==> src/rtl/core/pls_pkg.sv <==
// ----------------------------------------------------------------------------
// pls_pkg
// Shared constants for the piecewise linear stretch.
// ----------------------------------------------------------------------------
package pls_pkg;

    localparam int MAX_POINTS_DEF = 16;
    localparam int DN_BITS_DEF    = 16;
    localparam int NORM_BITS      = 17;
    localparam int IDX_BITS       = 4;
    localparam int SAMPLE_BITS    = 16;
    localparam int CFG_IDX_BITS   = 3;
    localparam int CFG_DATA_BITS  = 16;

    localparam logic [NORM_BITS-1:0] NORM_ONE = 17'd65536;

    // register indexes
    localparam logic [CFG_IDX_BITS-1:0] REG_LEFT_EN  = 3'd0;
    localparam logic [CFG_IDX_BITS-1:0] REG_LEFT_THR = 3'd1;
    localparam logic [CFG_IDX_BITS-1:0] REG_RIGHT_EN = 3'd2;
    localparam logic [CFG_IDX_BITS-1:0] REG_RIGHT_THR = 3'd3;
    localparam logic [CFG_IDX_BITS-1:0] REG_RANGE_LO = 3'd4;
    localparam logic [CFG_IDX_BITS-1:0] REG_RANGE_HI = 3'd5;

    // item kinds
    localparam logic KIND_LOAD    = 1'b0;
    localparam logic KIND_CONVERT = 1'b1;

endpackage

==> src/rtl/core/pls_cell.sv <==
// ----------------------------------------------------------------------------
// pls_cell
// One breakpoint slot of the table. Holds its point and, when shifted, takes
// the point of its neighbour along the ring so the sequencer sees every slot.
// ----------------------------------------------------------------------------
module pls_cell
    import pls_pkg::*;
(
    input  logic                 i_clk,
    input  logic                 i_rst_n,
    input  logic [NORM_BITS-1:0] i_reset_x,
    input  logic [NORM_BITS-1:0] i_reset_y,
    input  logic                 i_load,
    input  logic [NORM_BITS-1:0] i_load_x,
    input  logic [NORM_BITS-1:0] i_load_y,
    input  logic                 i_shift,
    input  logic [NORM_BITS-1:0] i_prev_x,
    input  logic [NORM_BITS-1:0] i_prev_y,
    output logic [NORM_BITS-1:0] o_x,
    output logic [NORM_BITS-1:0] o_y
);

    logic [NORM_BITS-1:0] r_x, r_y;

    // load a new point, or rotate with the neighbour
    always_ff @(posedge i_clk) begin
        if (!i_rst_n) begin
            r_x <= i_reset_x;
            r_y <= i_reset_y;
        end else if (i_load) begin
            r_x <= i_load_x;
            r_y <= i_load_y;
        end else if (i_shift) begin
            r_x <= i_prev_x;
            r_y <= i_prev_y;
        end
    end

    assign o_x = r_x;
    assign o_y = r_y;

endmodule

==> config.mk <==
export PLATFORM = sky130hd
export DESIGN_NAME = pls_cell
export DESIGN_NICKNAME = d
export VERILOG_FILES = /design/src/rtl/core/pls_pkg.sv /design/src/rtl/core/pls_cell.sv
export SDC_FILE = /design/constraint.sdc
export NUM_CORES = 1
export LEC_CHECK = 0
export ABC_AREA = 1
export BUFFER_PORTS_ARGS = -buffer_cell sky130_fd_sc_hd__buf_2
export CAP_MARGIN = 10
export CORE_MARGIN = 5
export CORE_UTILIZATION = 42
export DETAILED_ROUTE_END_ITERATION = 7
export MAX_ROUTING_LAYER = met4
export PLACE_DENSITY = 0.9
export SETUP_SLACK_MARGIN = 0.15
export SYNTH_ARGS = -nofsm -noshare
export SYNTH_HDL_FRONTEND = slang
export SYNTH_SLANG_ARGS = --single-unit
==> constraint.sdc <==
create_clock -name i_clk -period 2.2 [get_ports i_clk]
set_clock_uncertainty 0.1 [all_clocks]
set_input_delay 0.22 -clock i_clk [delete_from_list [all_inputs] [get_ports i_clk]]
set_output_delay 0.22 -clock i_clk [all_outputs]
set_load 0.01 [all_outputs]
# Word-level counts from Yosys, hierarchy flattened
# Index checks and enable logic that the tools add are counted.
[totals]
ff_bits = 34
inputBits = 106
output_inout_bits = 34
wordCells = 9
[op_classes]
eq_ne = 1
muxes = 6
[op_table]
columns = ["op", "count"]
rows = [
  ["$mux 17", 6],
  ["$ne 3x1->1 const B", 1],
]

# Longest topological paths before layout
[depth]
depth_word = 3
ltp_mapped = 6
depth_no_buf = 4

# Worst setup path after synthesis
# Ideal clock, no wire load.
[synth_timing]
path_type = "input port to flip-flop"
startpoint = "input port i_load"
endpoint = "register r_x[0], in the netlist o_x[0], enable pin"
setup_time_ns = 0.392
arrival_ns = 1.260
t_required_ns = 1.708
path_slack_ns = 0.449
path_stages = 4
path_buffers = 2
path_cell_list = "buf_6 inv_6 buf_8 nand2_1"
[synth_between]
elab_chain_len = 1
[synth_lines]
columns = ["item", "line_no", "text"]
rows = [
  ["from (decl)", "pls_cell.sv:13", "input logic i_load,"],
  ["$ne 3x1->1 (no source line)", "--", ""],
  ["to (signal assigned)", "pls_cell.sv:28", "r_x <= i_reset_x;"],
  ["to (signal assigned)", "pls_cell.sv:31", "r_x <= i_load_x;"],
  ["to (signal assigned)", "pls_cell.sv:34", "r_x <= i_prev_x;"],
  ["to (decl)", "pls_cell.sv:23", "logic [NORM_BITS-1:0] r_x, r_y;"],
]
# No other way between the ends.
# A chain may end at the register's enable or synchronous reset.

# Worst setup path after layout
[layout_timing]
startpoint = "input port i_rst_n"
endpoint = "register r_x[9], in the netlist o_x[9], enable pin"
[layout_between]
elab_chain_len = 1
[layout_lines]
columns = ["item", "line_no", "text"]
rows = [
  ["from (decl)", "pls_cell.sv:10", "input logic i_rst_n,"],
  ["$ne 3x1->1 (no source line)", "--", ""],
]
# No other way between the ends.

==> metrics.md <==
| Metric | Value |
|---|---|
| Status | `finished clean` |
| Post-detailed-route via-to-cell ratio | `roughly 4.3` |
| Mux cell area share after synthesis | `0%` |
| Logic gate share of total power | `approximately a quarter` |
| Initial antenna violation count | `0` |
| Flop pwr share | `50.5%` |
| Gpl congestion | `0.804` |
| Setup repair bufs after CTS | `0` |
| VDD IR max | `between 200 and 300 uV` |
| Critical-path maximum fanout | `35` |
| Worst setup EP type | `flip-flop` |
| Delay-heaviest family, CP | `buffers and inverters` |
| Worst Hold Class | `input port to flip-flop` |
| #FFs+latches synth | `34` |
| Synth cell types | `12` |
| Slew headroom | `76.6%` |
| Die Span Y | `81.0 um` |
| Slowest stage delay, CP | `0.29 ns` |
| Initial DRT Pass Iterations | `4` |
| Placed Instances | `486` |
| Critical path class | `input port to flip-flop` |
| CTS sink count | `34` |
| Worst path cell trace | `buf_2 -> inv_4 -> nor2_1 -> nand2_1 -> buf_4` |
| Synth Area in Adders | `0%` |
| Global route overflow | `0` |
| Tmin final | `around 1.2 ns` |
| Worst path required time | `2.05 ns` |
| # setup viols final | `0` |
| Resized cells post-CTS | `0` |
| CP Buf/Inv Count | `3` |
| Hold slack final | `around 0.11 ns` |
| Port bufs | `139` |
| # fillers | `around 450` |
| Root Buffer | `clkbuf_8` |
| Xor and xnor area share after synthesis | `0%` |
| Largest family of logic cells by synthesized area | `simple AND/OR/NAND/NOR gates` |
| Bufs on Longest Clock Path | `2` |
| Post-synthesis sequential area ratio | `48.3%` |
| CTS Hold Buffers Added | `0` |
| RSZ-0062 raised after global routing | `false` |
| Syn-to-layout area delta | `36.8%` |
| HP Start | `i_reset_y[0]` |
| Row cnt | `25` |
| Mean area per synthesized cell | `7.29 um2` |
| Initial Util | `between 40% and 50%` |
| Total number of vias | `2137` |
| DRC | `0` |
| Synthesized cell area | `2110 um2` |
| HPWL after detailed placement | `4390 um` |
| Wire length per cell | `11.4 um` |
| Worst-path clk slew | `about 0.070 ns` |
| Worst slew pin tran | `0.351 ns` |
| WP data arrival | `1.07 ns` |
| Post-synthesis simple-gate area fraction | `33.6%` |
| Initial drt markers | `74` |
| CTS tree | `yes` |
| Part of the cycle the worst path needs | `55.5%` |
| Switch Pwr | `between 0.4 and 0.5 mW` |
| Leak | `1.78 nW` |
| Mapped Cells | `290` |
| Fin Setup TNS | `0 ns` |
| H-tree depth | `2` |
| Hold Vio Cnt, Final | `0` |
| Die Area | `about 6600 um2` |
| I/O Pins | `140` |
| Layout Nets | `roughly 530` |
| Largest net degree at the start of global routing | `36` |
| Syn nets | `396` |
| Vias in the first global route | `around 2100` |
| Clock Power Share | `26.2%` |
| Max Cap Viol | `0` |
| Core area | `4820 um2` |
| Total track usage | `18.0%` |
| CP max-delay cell | `buf_4` |
| Die W | `81.0 um` |
| Switching Share | `a little over a quarter` |
| Ant diodes | `0` |
| Compound-gate portion of the synthesized area | `0%` |
| Clock buffer count from CTS | `5` |
| Share of post-route cells with drive strength above 1 | `37.5%` |
| Int Power | `1.19 mW` |
| Finished Layout Cells | `494` |
| Ys Warns | `0` |
| Total wire length | `5610 um` |
| Final Max Tran Viols | `0` |
| Power per cell area | `559 nW/um2` |
| FMAX | `~0.82 GHz` |
| Post-DRT Antenna Nets | `0` |
| Global-route wire length before repair | `8900 um` |
| CP startpoint | `i_rst_n` |
| Crit start category | `input port` |
-- tightest hold or removal path, stage by stage --
cell and delay (ns):
buf_2 0.08, nand2_1 0.04, nand2_1 0.05
-- kinds of logic (layout without fill, tap and decap cells) --
logic type | count (synthesis) | in the layout
buf+inv | 84 | 221
flops | 34 | 34
simple gates | 172 | 172
-- layer usage --
metal	GRT usage [%]	wire (um)
met4	6.76	121
met2	32.8	2980
met3	4.55	453
met1	18.6	2050
met5	-	0
-- area by class of cell --
type,count,area (um2),area share (%)
sequential,34,1020,35.3
tap,67,83.8,2.90
clock inverter,2,8.76,0.303
multi-input combinational,172,711,24.6
timing repair buffer,143,726,25.1
clock buffer,6,72.6,2.51
inverter,70,270,9.34
-- final timing paths --
check,to,slack [ns],depth (start not counted)
worst min-delay path,o_y[0],0.11,3
worst max-delay path,o_x[9],0.98,5
-- placed cells by master (no fill, tap or decap) --
| master | instances |
|---|---|
| buf_2 | 139 |
| nand2_1 | 128 |
| inv_1 | 68 |
| nand3_1 | 34 |
| edfxtp_1 | 34 |
| nand2_2 | 9 |
| clkbuf_8 | 5 |
| buf_4 | 4 |
| inv_6 | 1 |
| inv_4 | 1 |
| nor2_1 | 1 |
| clkinv_1 | 1 |
| clkbuf_1 | 1 |
| clkinv_2 | 1 |
-- Yosys cell counts --
master | instances | area share, %
nand2_1 | 128 | 23
nand2_2 | 9 | 2.7
nor2_1 | 1 | 0.18
buf_6 | 4 | 2.1
inv_4 | 1 | 0.30
buf_2 | 6 | 1.4
inv_6 | 1 | 0.41
edfxtp_1 | 34 | 48
buf_4 | 3 | 1.1
nand3_1 | 34 | 8.0
buf_8 | 1 | 0.71
inv_1 | 68 | 12
-- metrics by stage --
step                util, %  power [mW]  instance area [um2]  setup slack (ns)
global route           60.1        1.73                 2890             0.899
floorplan                 -        1.03                 2110             0.449
global placement       58.4        1.20                 2810             0.723
detailed placement     58.4        1.21                 2810             0.686
finish                 60.1        1.62                 2890             0.978
CTS                    60.1        1.64                 2890             0.987
-- flip-flops by register name, summed over array words and instances, names as in the netlist --
register  count
o_y          17
o_x          17
-- power groups by stage --
| stage | combinational, mW | sequential (mW) | clock, mW |
|---|---|---|---|
| floorplan | 0.157 | 0.876 | 0 |
| global placement | 0.371 | 0.829 | 0 |
| detailed placement | 0.381 | 0.832 | 0 |
| CTS | 0.381 | 0.819 | 0.443 |
| global route | 0.427 | 0.824 | 0.477 |
| finish | 0.377 | 0.818 | 0.424 |
Note: power is estimated with default switching activity, not from simulation.
