`src/rtl/core/pls_divider.sv`:
```
// ----------------------------------------------------------------------------
// pls_divider
// Restoring divider for unsigned magnitudes, one quotient bit a cycle.
// ----------------------------------------------------------------------------
module pls_divider #(
    parameter int NUM_BITS = 40,
    parameter int DEN_BITS = 20
) (
    input  logic                i_clk,
    input  logic                i_rst_n,
    input  logic                i_start,
    input  logic [NUM_BITS-1:0] i_num,
    input  logic [DEN_BITS-1:0] i_den,
    output logic                o_done,
    output logic [NUM_BITS-1:0] o_quot
);

    localparam int CNT_BITS = $clog2(NUM_BITS + 1);

    logic [NUM_BITS-1:0] r_quot;
    logic [DEN_BITS:0]   r_rem;
    logic [DEN_BITS-1:0] r_den;
    logic [CNT_BITS-1:0] r_cnt;
    logic                r_busy, r_done;
    logic [DEN_BITS:0]   n_rem;
    logic [DEN_BITS+1:0] n_trial;

    // trial subtract one bit wider than the partial remainder, top bit is the borrow
    always_comb begin
        n_rem   = {r_rem[DEN_BITS-1:0], r_quot[NUM_BITS-1]};
        n_trial = {1'b0, n_rem} - {2'b00, r_den};
    end

    // shift in one numerator bit, subtract where it fits
    always_ff @(posedge i_clk) begin
        if (!i_rst_n) begin
            r_busy <= 1'b0;
            r_done <= 1'b0;
            r_cnt  <= '0;
        end else begin
            r_done <= 1'b0;
            if (i_start) begin
                r_busy <= 1'b1;
                r_cnt  <= CNT_BITS'(NUM_BITS);
            end else if (r_busy) begin
                r_cnt <= r_cnt - 1'b1;
                if (r_cnt == CNT_BITS'(1)) begin
                    r_busy <= 1'b0;
                    r_done <= 1'b1;
                end
            end
        end
    end

    always_ff @(posedge i_clk) begin
        if (i_start) begin
            r_quot <= i_num;
            r_rem  <= '0;
            r_den  <= i_den;
        end else if (r_busy) begin
            if (!n_trial[DEN_BITS+1]) begin
                r_rem  <= n_trial[DEN_BITS:0];
                r_quot <= {r_quot[NUM_BITS-2:0], 1'b1};
            end else begin
                r_rem  <= n_rem;
                r_quot <= {r_quot[NUM_BITS-2:0], 1'b0};
            end
        end
    end

    assign o_done = r_done;
    assign o_quot = r_quot;

endmodule

```
`config.mk`:
```
export PLATFORM = sky130hd
export DESIGN_NAME = pls_divider
export DESIGN_NICKNAME = d
export VERILOG_FILES = /design/src/rtl/core/pls_divider.sv
export SDC_FILE = /design/constraint.sdc
export NUM_CORES = 1
export LEC_CHECK = 0
export BUFFER_PORTS_ARGS = -buffer_cell sky130_fd_sc_hd__buf_2
export CORE_UTILIZATION = 50
export DETAILED_ROUTE_END_ITERATION = 7
export HOLD_SLACK_MARGIN = 0.1
export PLACE_DENSITY = 0.82
export SETUP_SLACK_MARGIN = 0.02
export SLEW_MARGIN = 0
export SYNTH_ARGS = -nofsm -noshare
export SYNTH_HDL_FRONTEND = slang
export SYNTH_SLANG_ARGS = --single-unit
```
`constraint.sdc`:
```
create_clock -name i_clk -period 5.9 [get_ports i_clk]
set_clock_uncertainty 0.05 [all_clocks]
set_input_delay 0.59 -clock i_clk [delete_from_list [all_inputs] [get_ports i_clk]]
set_output_delay 0.59 -clock i_clk [all_outputs]
set_load 0.005 [all_outputs]
```
# ---- Yosys cells after proc, flatten, opt, wreduce, memory -nomap -nowiden
# Cells that the tools add are included.
dict set report totals {
  rom_bits 0
  output_inout_bits 41
  mem_count 0
  latch_bits 0
  in_bits 63
  ram_bits 0
  regBits 88
}
dict set report classes {
  reduce_logical 3
  addsub 2
  div_mod_pow 0
  bitwise 2
  mul 0
  n_lt_le_gt_ge 0
  n_eq_ne 1
  shifts 0
  muxes 10
}
# operator n
set ops {}
lappend ops {{$mux 40} 2}
lappend ops {{$sub 21x20->22} 1}
lappend ops {{$mux 20} 1}
lappend ops {{$mux 6} 2}
lappend ops {{$eq 6x1->1 const B} 1}
lappend ops {{$sub 6x1->6 const B} 1}
lappend ops {{$mux 1} 5}
lappend ops {{$reduce_or 3->1} 1}
lappend ops {{$not 1->1} 2}
lappend ops {{$reduce_bool 2->1} 1}
lappend ops {{$reduce_or 2->1} 1}

# ---- Longest topological paths before layout
# Gate-level depths: netlist of run 1.
dict set report logic_depth {
  ltp_word 4
  mapped_depth 11
  ltp_nobuf 11
}

# ---- Least setup slack after synthesis of run 1
# No wires, ideal clock.
dict set report synth_timing {
  kind {reg2reg}
  from {register r_quot[39], in the netlist o_quot[39]}
  to {register r_rem[12]}
  arrival_time_ns 2.136
  stages_incl_launch_ff 12
  setup_ns 0.165
  path_slack_ns 3.549
  n_path_buf 0
  period_less_slack_ns 2.351
  path_cell_list {edfxtp_1 inv_1 ha_1 inv_1 fa_1 a21oi_1 o221ai_1 a21oi_1 o21ai_0 xor2_1 mux2i_1 o22ai_1}
}
dict set report synth_via {
  elab_chain_cells 2
}
# item line
set synth_rtl {}
lappend synth_rtl {{start, declared} 20} ;# logic [NUM_BITS-1:0] r_quot;
lappend synth_rtl {{start signal, assigned} 57} ;# r_quot <= i_num;
lappend synth_rtl {{start signal, assigned} 63} ;# r_quot <= {r_quot[NUM_BITS-2:0], 1'b1};
lappend synth_rtl {{start signal, assigned} 66} ;# r_quot <= {r_quot[NUM_BITS-2:0], 1'b0};
lappend synth_rtl {{$sub 21x20->22} 31} ;# n_trial = {1'b0, n_rem} - {2'b00, r_den};
lappend synth_rtl {{$mux 20} 61} ;# if (!n_trial[DEN_BITS+1]) begin
lappend synth_rtl {{end signal, assigned} 62} ;# r_rem <= n_trial[DEN_BITS:0];
lappend synth_rtl {{end signal, assigned} 65} ;# r_rem <= n_rem;
lappend synth_rtl {{end, declared} 21} ;# logic [DEN_BITS:0] r_rem;
# Every way passes these cells.
# A chain may end at the register's enable or synchronous reset.

# ---- Worst setup path in the final report of run 1
dict set report layout_timing {
  from {register r_den[2]}
  to {register r_rem[19]}
}
dict set report layout_via {
  elab_chain_cells 2
}
# item line
set layout_rtl {}
lappend layout_rtl {{start, declared} 22} ;# logic [DEN_BITS-1:0] r_den;
lappend layout_rtl {{start signal, assigned} 59} ;# r_den <= i_den;
lappend layout_rtl {{$sub 21x20->22} 31}
lappend layout_rtl {{$mux 20} 61}
# Every way passes these cells.

==> results.md, run 1 <==
* Status: finished clean
* Cts-stage hold buffer count at 0
* Place WS at 2.99 ns
* Max Cap Viol at 0
* Root buf cell: clkbuf_8
* H-tree levels at 3
* Int Power at 1030 µW
* Worst EP arrival at 3.10 ns
* Die area at 9480 µm²
* CP endpoint kind: register
* Total Routing Usage GR at 20.7%
* Area Growth Syn to Fin at 17.5%
* Setup violators final at 0
* CTS tree: yes
* Dpl cells at 591
* Layout Nets at 580
* Via/cell ratio at 5.49
* Post-synth EDFFs at 60
* Die H at 97.3 µm
* Crit share post-route at 49.2%
* Worst path required time at 6.10 ns
* Die X at 97.3 µm
* Non-filler instance count after layout at 607
* Ys async rst share at 0%
* Routability Congestion at 0.862
* Routed WL at 9440 µm
* Setup TNS at 0 ns
* Register area share after synthesis at 52.0%
* Post-Syn Instances at 392
* Synth top area share at 39.6%
* Post-synthesis net count at 478
* Commonest non-fill, non-tap cells in the layout: buf_2, edfxtp_1, mux2_2, inv_1, nand2_1
* Count of final hold-check violations at 0
* Cell Rows at 34
* Drt pass-1 iters at 4
* Leading cell type in the layout, fill and taps excluded: buf_2
* Reg power frac at 53.1%
* Clock sink count at 88
* Vias at 3,334
* CTS resizes at 0
* First-pass GRT wire length at 15,800 µm
* Hold Crit Class: primary input to register
* Crit start category: register
* Post-synth top flop: edfxtp_1
* Synth Cell Area at 4550 µm²
* Library cells used by synthesis at 49
* Worst-Margin Slew at 0.883 ns
* IO Port Bufs at 103
* Number of global-route vias before repair at 3,370
* Antenna diodes at 0
* Initial core utilization at 51.9%
* Sw Pwr at 373 µW
* Leak at 0.00223 µW
* Final WS setup at 3.00 ns
* Clock latency on the worst-skew pair at 0.36 ns
* Pin count of the biggest net entering global routing at 72
* Max frequency at 0.345 GHz
* Fin Hold WS at 0.357 ns
* 1st-iter DRT viols at 193
* Grt total ovfl at 0
* Comb pwr share at 15.5%
* Synth area leader: edfxtp_1
* Drt drc at 0
* Kind of critical path: register to register
* PwrDens at 262 nW/µm²
* Syn Area/Cell at 11.6 µm²
* Post-synthesis register bit count at 88
* Synth Warn # at 0
* RSZ-0062 raised after global routing: false
* Post-route ant nets at 0
* Worst Path Max Fanout at 25
* Num CTS Buffers at 9
* Clk pwr share at 31.3%
* Max-slew violation count at 0
* Post-DR wirelength/cell at 15.6 µm
* Dpl hpwl at 6830 µm
* Post-CTS setup buffers at 0
* Initial antenna violation count at 0
* Ports at 104
* Ratio of cells with drive above 1 in the final layout at 33.5%
* CTS clk-pin slew, worst paths at 0.09 ns
* Min Tclk post-route at 2.90 ns
* Core box area at 8760 µm²
* Net Sw Frac at 26.7%
* Max VDD drop at 168 µV
* Clock Tree Buf Depth at 2
* Worst relative slew slack at 40.9%
* Largest cells by area after synthesis: edfxtp_1, dfxtp_1, mux2_2, ha_1, mux2i_1
cells by family (layout without fill, tap and decap cells):
group | Yosys count | in the layout | synth area share (%)
buffers and inverters | 47 | 154 | 4.49
flip-flops | 88 | 88 | 52.0
XOR/XNOR | 21 | 21 | 4.05
adder cells (fa/ha/maj) | 23 | 23 | 6.50
multiplexers | 55 | 55 | 13.2
AO/OA/AOI/OAI | 81 | 81 | 11.8
AND/OR/NAND/NOR | 77 | 77 | 7.95
final timing paths:
kind                  start        end  slack, ns  depth (start not counted)
setup reg to reg   r_den[2]  r_rem[19]       3.00                          9
hold reg to reg    r_rem[5]   r_rem[5]       0.45                          2
hold / removal    i_den[14]  r_den[14]       0.36                          1
setup / recovery   r_den[2]  r_rem[19]       3.00                          9
sequential cells by signal, summed over array words and instances, names as in the netlist:
name	flops
r_busy	1
r_den	20
o_done	1
o_quot	40
r_rem	20
r_cnt	6
critical path, stage by stage (launching register included):
cell and delay (ns):
edfxtp_1 0.34, inv_1 0.04, ha_1 0.34, nand3b_1 0.13, a32oi_2 0.39, nand4_2 0.19
and3_4 0.23, o21bai_4 0.63, o21ai_0 0.21, a31o_2 0.24
cell usage after synthesis, drive strengths merged, types with 10 or more instances:
library cell and count:
mux2 40, inv 33, nand2 31, edfxtp 60, ha 22, o21ai 22, xnor2 10, mux2i 15
nor2 17, xor2 11, dfxtp 28, a21oi 23
cell type report:
| cell class | count | area, µm² |
|---|---|---|
| Multi-Input combinational cell | 257 | 1980 |
| Sequential cell | 88 | 2360 |
| Fill cell | 732 | 3420 |
| Tap cell | 108 | 135 |
| Clock buffer | 9 | 124 |
| Timing Repair Buffer | 105 | 531 |
| Inverter | 33 | 124 |
| Clock inverter | 7 | 83.8 |
stage by stage:
| step | util (%) | total power (µW) | cell area, µm² |
|---|---|---|---|
| global placement | 58.6 | 965 | 5130 |
| detailed placement | 58.6 | 973 | 5130 |
| finish | 60.9 | 1400 | 5340 |
| floorplan | - | 887 | 4550 |
| CTS | 60.9 | 1410 | 5340 |
| global route | 60.9 | 1460 | 5340 |
layer usage:
metal  vias up  share of wire [%]  track usage (%)
li1       1633                  -                -
met1      1570                 45             27.4
met2       117                 47             33.3
met3        14                6.6             5.18
met4         0                1.4             6.90
met5         -                  0                0
power groups by stage:
stage	logic (µW)	clock network [µW]	registers, µW
finish	218	439	743
global route	239	469	750
CTS	218	450	744
detailed placement	217	0	756
global placement	210	0	755
floorplan	134	0	753
Note: power is estimated with default switching activity, not from simulation.
==> inputs of run 2 (changes only) <==
Settings changed: CORE_UTILIZATION 50 to 49, PLACE_DENSITY 0.82 to 0.83.
Clock period 5.9 ns to 2.36 ns, I/O delays scaled along.
==> results.md, run 2 (synthesized netlist as in run 1, its figures left out) <==
* Status: finished with violations (was finished clean)
* Failing checks: DRC, setup timing
* Leak at 0.00253 µW (was 0.00223 µW)
* First-pass GRT wire length at 18,200 µm (was 15,800 µm)
* Routed WL at 11,700 µm (was 9440 µm)
* WHS Path Cells at 2 (was 1)
* IO Port Bufs at 103 (unchanged)
* Ports at 104 (unchanged)
* Post-DR wirelength/cell at 17.6 µm (was 15.6 µm)
* Reg2Reg Depth at 11 (was 9)
* Cell Rows at 34 (unchanged)
* Clock latency on the worst-skew pair at 0.38 ns (was 0.36 ns)
* RSZ-0062 raised after global routing: true (was false)
* CTS clk-pin slew, worst paths at 0.10 ns (was 0.09 ns)
* Dpl hpwl at 7530 µm (was 6830 µm)
* Antenna diodes at 0 (unchanged)
* Area Growth Syn to Fin at 36.0% (was 17.5%)
* Via/cell ratio at 5.63 (was 5.49)
* Pin count of the biggest net entering global routing at 71 (was 72)
* Final WS setup at -0.0101 ns (was 3.00 ns)
* Initial core utilization at 51.4% (was 51.9%)
* Setup TNS at -0.0114 ns (was 0 ns)
* Endpoint, Worst Hold: o_quot[22] (was r_den[14])
* Placement Cell Area at 5340 µm² (was 5130 µm²)
* Slowest-stage cell, CP: edfxtp_1 (was o21bai_4)
* Min Tclk post-route at 2.37 ns (was 2.90 ns)
* Worst EP arrival at 2.64 ns (was 3.10 ns)
* Vias at 3,748 (was 3,334)
* Leading cell type in the layout, fill and taps excluded: buf_2 (unchanged)
* Clock sink count at 88 (unchanged)
* Worst path required time at 2.63 ns (was 6.10 ns)
* Slowest stage delay, CP at 0.36 ns (was 0.63 ns)
* CP bufs+invs at 3 (was 1)
* Drt pass-1 iters at 7 (was 4)
* Drt drc at 1 (was 0)
* Max Cap Viol at 0 (unchanged)
* CTS tree: yes (unchanged)
* Setup violators final at 2 (was 0)
* H-tree levels at 3 (unchanged)
* Crit start category: register (unchanged)
* CP delay by family, top: compound AO/OA/AOI/OAI gates (unchanged)
* Post-route ant nets at 0 (unchanged)
* Reg-to-reg critical path startpoint: r_den[1] (was r_den[2])
* 1st-iter DRT viols at 213 (was 193)
* Core box area at 8850 µm² (was 8760 µm²)
* Routability Congestion at 0.915 (was 0.862)
* Die area at 9670 µm² (was 9480 µm²)
* PwrDens at 610 nW/µm² (was 262 nW/µm²)
* Max VDD drop at 382 µV (was 168 µV)
* Fill cells at 648 (was 732)
* Number of flip-flops in the largest register at 40 (unchanged)
* Total Routing Usage GR at 24.0% (was 20.7%)
* Worst relative slew slack at 48.9% (was 40.9%)
* Layout Nets at 639 (was 580)
* Number of global-route vias before repair at 3,865 (was 3,370)
* Max-slew violation count at 0 (unchanged)
* Crit share post-route at 100% (was 49.2%)
* Reg2reg end: r_rem[8] (was r_rem[19])
* Root buf cell: clkbuf_8 (unchanged)
* Critical path, cell by cell: inv_2 -> ha_1 -> nand3b_1 -> a32oi_2 -> nand4_2 -> and3_4 -> o21bai_4 -> buf_12 -> buf_8 -> mux2i_1 -> a22o_1 (was inv_1 -> ha_1 -> nand3b_1 -> a32oi_2 -> nand4_2 -> and3_4 -> o21bai_4 -> o21ai_0 -> a31o_2)
* Worst R2R Setup Slack at -0.01 ns (was 3.00 ns)
* Die H at 98.3 µm (was 97.3 µm)
* Count of final hold-check violations at 0 (unchanged)
* Overall Power at 3770 µW (was 1400 µW)
* Kind of critical path: register to register (unchanged)
* Ratio of cells with drive above 1 in the final layout at 42.7% (was 33.5%)
* CP endpoint kind: register (unchanged)
* Clock Tree Buf Depth at 2 (unchanged)
* Post-layout instance area at 6180 µm² (was 5340 µm²)
* Die X at 98.3 µm (was 97.3 µm)
* Commonest non-fill, non-tap cells in the layout: buf_2, edfxtp_1, mux2_2, nand2_1, inv_1 (was buf_2, edfxtp_1, mux2_2, inv_1, nand2_1)
* Min-delay src: i_num[22] (was i_den[14])
* Hold Crit Class: primary input to register (unchanged)
* Max frequency at 0.422 GHz (was 0.345 GHz)
* Worst Path Max Fanout at 7 (was 25)
* Initial antenna violation count at 0 (unchanged)
* Num CTS Buffers at 9 (unchanged)
* Fin Hold WS at 0.105 ns (was 0.357 ns)
* Worst-Margin Slew at 0.764 ns (was 0.883 ns)
* Util after Layout at 69.9% (was 60.9%)
* Grt total ovfl at 0 (unchanged)
-- run 2: cell types whose count changed in the layout (fill, tap and decap cells not counted), moves of 4 or more --
cell           delta
inv_2             +4
o21ai_1          +12
ha_4              +8
ha_1              -8
inv_1             -4
buf_4            +26
o21ai_0          -13
dlygate4sd3_1    +26
a21oi_4           +5
a21oi_1           -7
-- run 2: through the flow --
step                      cells  worst slack [ns]
after floorplan             392            0.0422
after global placement      611           -0.0414
after detailed placement    611            -0.206
after CTS                   663            0.0172
after global routing        666            -0.163
final                       666           -0.0101
-- run 2: layer usage --
layer	part of all wire [%]	global-route usage [%]
met5	0	0
met4	2.8	10.2
met2	50	41.9
met1	39	27.8
met3	7.7	6.59
-- run 2: timing repair --
item,4_1_cts,5_1_grt
endpoints found under the setup margin,17,21
resized for setup,25,45
endpoints found under the hold margin,28,0
setup buffers,10,4
pin swaps,10,12
hold buffers,26,0
-- run 2: how the worst max path moves through the flow --
stage | start | depth (start not counted) | end
2_1_floorplan | o_quot[39] | 11 | r_rem[16]
3_5_place_dp | o_quot[39] | 11 | r_rem[16]
4_1_cts | r_den[1] | 11 | r_rem[4]
5_1_grt | r_den[8] | 10 | r_rem[19]
6_report | r_den[1] | 11 | r_rem[8]
3_3_place_gp | o_quot[39] | 11 | r_rem[16]
-- run 2: where the power goes --
group / leakage [µW] / switching, µW / total, µW / internal, µW
clock network: 0.000103 / 595 / 1200 / 603
logic: 0.00160 / 352 / 717 / 364
registers: 0.000826 / 68.5 / 1860 / 1790
-- run 2: cell type report --
cell class / count / area (µm²) / area share, %
clock inverter: 6 / 92.6 / 1.50
clock buffer: 10 / 128 / 2.06
tap: 108 / 135 / 2.19
sequential: 88 / 2360 / 38.2
timing repair buffer: 164 / 1090 / 17.7
multi-input combinational: 257 / 2240 / 36.3
inverter: 33 / 124 / 2.00
==> inputs of run 3 (changes only) <==
Settings changed: CORE_ASPECT_RATIO set to 0.6.
==> results.md, run 3 (synthesized netlist as in run 1, its figures left out) <==
* Status: finished clean (was finished with violations)
* Critical path, cell by cell: inv_1 -> ha_1 -> and2_1 -> and3_4 -> nand4_2 -> and3_4 -> o21bai_4 -> buf_12 -> mux2i_4 -> a211oi_2 (was inv_2 -> ha_1 -> nand3b_1 -> a32oi_2 -> nand4_2 -> and3_4 -> o21bai_4 -> buf_12 -> buf_8 -> mux2i_1 -> a22o_1)
* Via/cell ratio at 5.51 (was 5.63)
* Kind of critical path: register to register (unchanged)
* IO Port Bufs at 103 (unchanged)
* Max Cap Viol at 0 (unchanged)
* Grt total ovfl at 0 (unchanged)
* Reg-to-reg critical path startpoint: r_den[7] (was r_den[1])
* Area Growth Syn to Fin at 32.7% (was 36.0%)
* Count of final hold-check violations at 0 (unchanged)
* Worst Path Max Fanout at 14 (was 7)
* Worst setup startpoint: r_den[7] (was r_den[1])
* Total Routing Usage GR at 24.1% (was 24.0%)
* Number of flip-flops in the largest register at 40 (unchanged)
* Clock sink count at 88 (unchanged)
* 1st-iter DRT viols at 255 (was 213)
* Cell Rows at 26 (was 34)
* Ratio of cells with drive above 1 in the final layout at 39.4% (was 42.7%)
* Max-slew violation count at 0 (unchanged)
* Reg2reg end: r_rem[10] (was r_rem[8])
* CP endpoint kind: register (unchanged)
* Worst EP arrival at 2.50 ns (was 2.64 ns)
* Post-DR wirelength/cell at 17.5 µm (was 17.6 µm)
* Setup violators final at 0 (was 2)
* Vias at 3,623 (was 3,748)
* CP bufs+invs at 2 (was 3)
* Ports at 104 (unchanged)
* Drt drc at 0 (was 1)
* Setup TNS at 0 ns (was -0.0114 ns)
* First-pass GRT wire length at 17,700 µm (was 18,200 µm)
* Endpoint, Worst Hold: o_quot[24] (was o_quot[22])
* RSZ-0062 raised after global routing: true (unchanged)
* Reg2Reg Depth at 10 (was 11)
* Worst relative slew slack at 43.8% (was 48.9%)
* Worst path required time at 2.50 ns (was 2.63 ns)
* Min-delay src: i_num[24] (was i_num[22])
* Slowest stage delay, CP at 0.34 ns (was 0.36 ns)
* Min Tclk post-route at 2.36 ns (was 2.37 ns)
* Pin count of the biggest net entering global routing at 71 (unchanged)
* Num CTS Buffers at 9 (unchanged)
* Initial core utilization at 51.9% (was 51.4%)
* WHS Path Cells at 2 (unchanged)
* Slowest-stage cell, CP: edfxtp_1 (unchanged)
* Post-route ant nets at 0 (unchanged)
* Dpl hpwl at 7760 µm (was 7530 µm)
* Hold Crit Class: primary input to register (unchanged)
* Core box area at 8750 µm² (was 8850 µm²)
* Routability Congestion at 0.895 (was 0.915)
* Clock Tree Buf Depth at 2 (unchanged)
* Util after Layout at 68.9% (was 69.9%)
* Layout Nets at 626 (was 639)
* PwrDens at 678 nW/µm² (was 610 nW/µm²)
* Clock latency on the worst-skew pair at 0.35 ns (was 0.38 ns)
* CTS clk-pin slew, worst paths at 0.06 ns (was 0.10 ns)
* CTS tree: yes (unchanged)
* Routed WL at 11,500 µm (was 11,700 µm)
* Number of global-route vias before repair at 3,545 (was 3,865)
* Max frequency at 0.424 GHz (was 0.422 GHz)
* Worst-Margin Slew at 0.842 ns (was 0.764 ns)
* Root buf cell: clkbuf_16 (was clkbuf_8)
* CP delay by family, top: simple AND/OR/NAND/NOR gates (was compound AO/OA/AOI/OAI gates)
* Die H at 76.6 µm (was 98.3 µm)
* Leak at 0.00250 µW (was 0.00253 µW)
* Crit start category: register (unchanged)
* Worst R2R Setup Slack at 0.002 ns (was -0.01 ns)
* Max VDD drop at 708 µV (was 382 µV)
* Drt pass-1 iters at 5 (was 7)
* Die X at 126 µm (was 98.3 µm)
* H-tree levels at 3 (unchanged)
* Antenna diodes at 0 (unchanged)
* Crit share post-route at 99.9% (was 100%)
* Initial antenna violation count at 1 (was 0)
* Commonest non-fill, non-tap cells in the layout: buf_2, edfxtp_1, mux2_2, nand2_1, inv_1 (unchanged)
* Die area at 9680 µm² (was 9670 µm²)
* Worst path most repeated cell: and3_4
* Leading cell type in the layout, fill and taps excluded: buf_2 (unchanged)
-- run 3: worst max-delay path by stage --
stage	endpoint	slack, ns	depth (start not counted)
4_1_cts	r_rem[10]	0.01	10
3_5_place_dp	r_rem[16]	-0.19	11
5_1_grt	r_rem[14]	-0.09	11
3_3_place_gp	r_rem[10]	-0.02	10
6_report	r_rem[10]	0.002	10
2_1_floorplan	r_rem[16]	0.04	11
-- run 3: what timing repair did --
item                       in CTS  in global routing
pin swaps                       5                  9
buffers inserted                3                  1
setup endpoints to repair      19                 57
hold buffers                   21                  0
resized for setup              15                 27
hold endpoints to repair       22                  0
-- run 3: power by group --
| part | switching (µW) | internal [µW] |
|---|---|---|
| combinational | 347 | 339 |
| sequential | 62.8 | 1790 |
| clock | 618 | 930 |
-- run 3: area by class of cell --
type | count | area (µm²)
fillers | 617 | 2720
flip-flops and latches | 88 | 2360
multi-input cells | 257 | 2130
repair buffers | 151 | 953
clock buffers | 9 | 225
well taps | 112 | 140
inverters | 33 | 124
clock inverters | 7 | 95.1
-- run 3: metrics by stage --
stage | instances | power (µW) | hold slack [ns] | area [µm²] | worst slack (ns)
finish | 657 | 4090 | 0.138 | 6030 | 0.00248
global route | 657 | 4230 | 0.133 | 6030 | -0.0922
CTS | 656 | 4060 | 0.134 | 5930 | 0.0134
detailed placement | 616 | 2480 | 0.364 | 5320 | -0.190
global placement | 616 | 2450 | 0.363 | 5320 | -0.0246
floorplan | 392 | 2220 | 0.285 | 4550 | 0.0422
-- run 3: per-layer routing --
metal	GRT usage [%]	up-vias	wire, µm
li1	-	1722	-
met1	32.4	1734	5120
met2	37.8	148	5320
met3	7.58	17	914
met4	6.39	2	111
met5	0	-	9
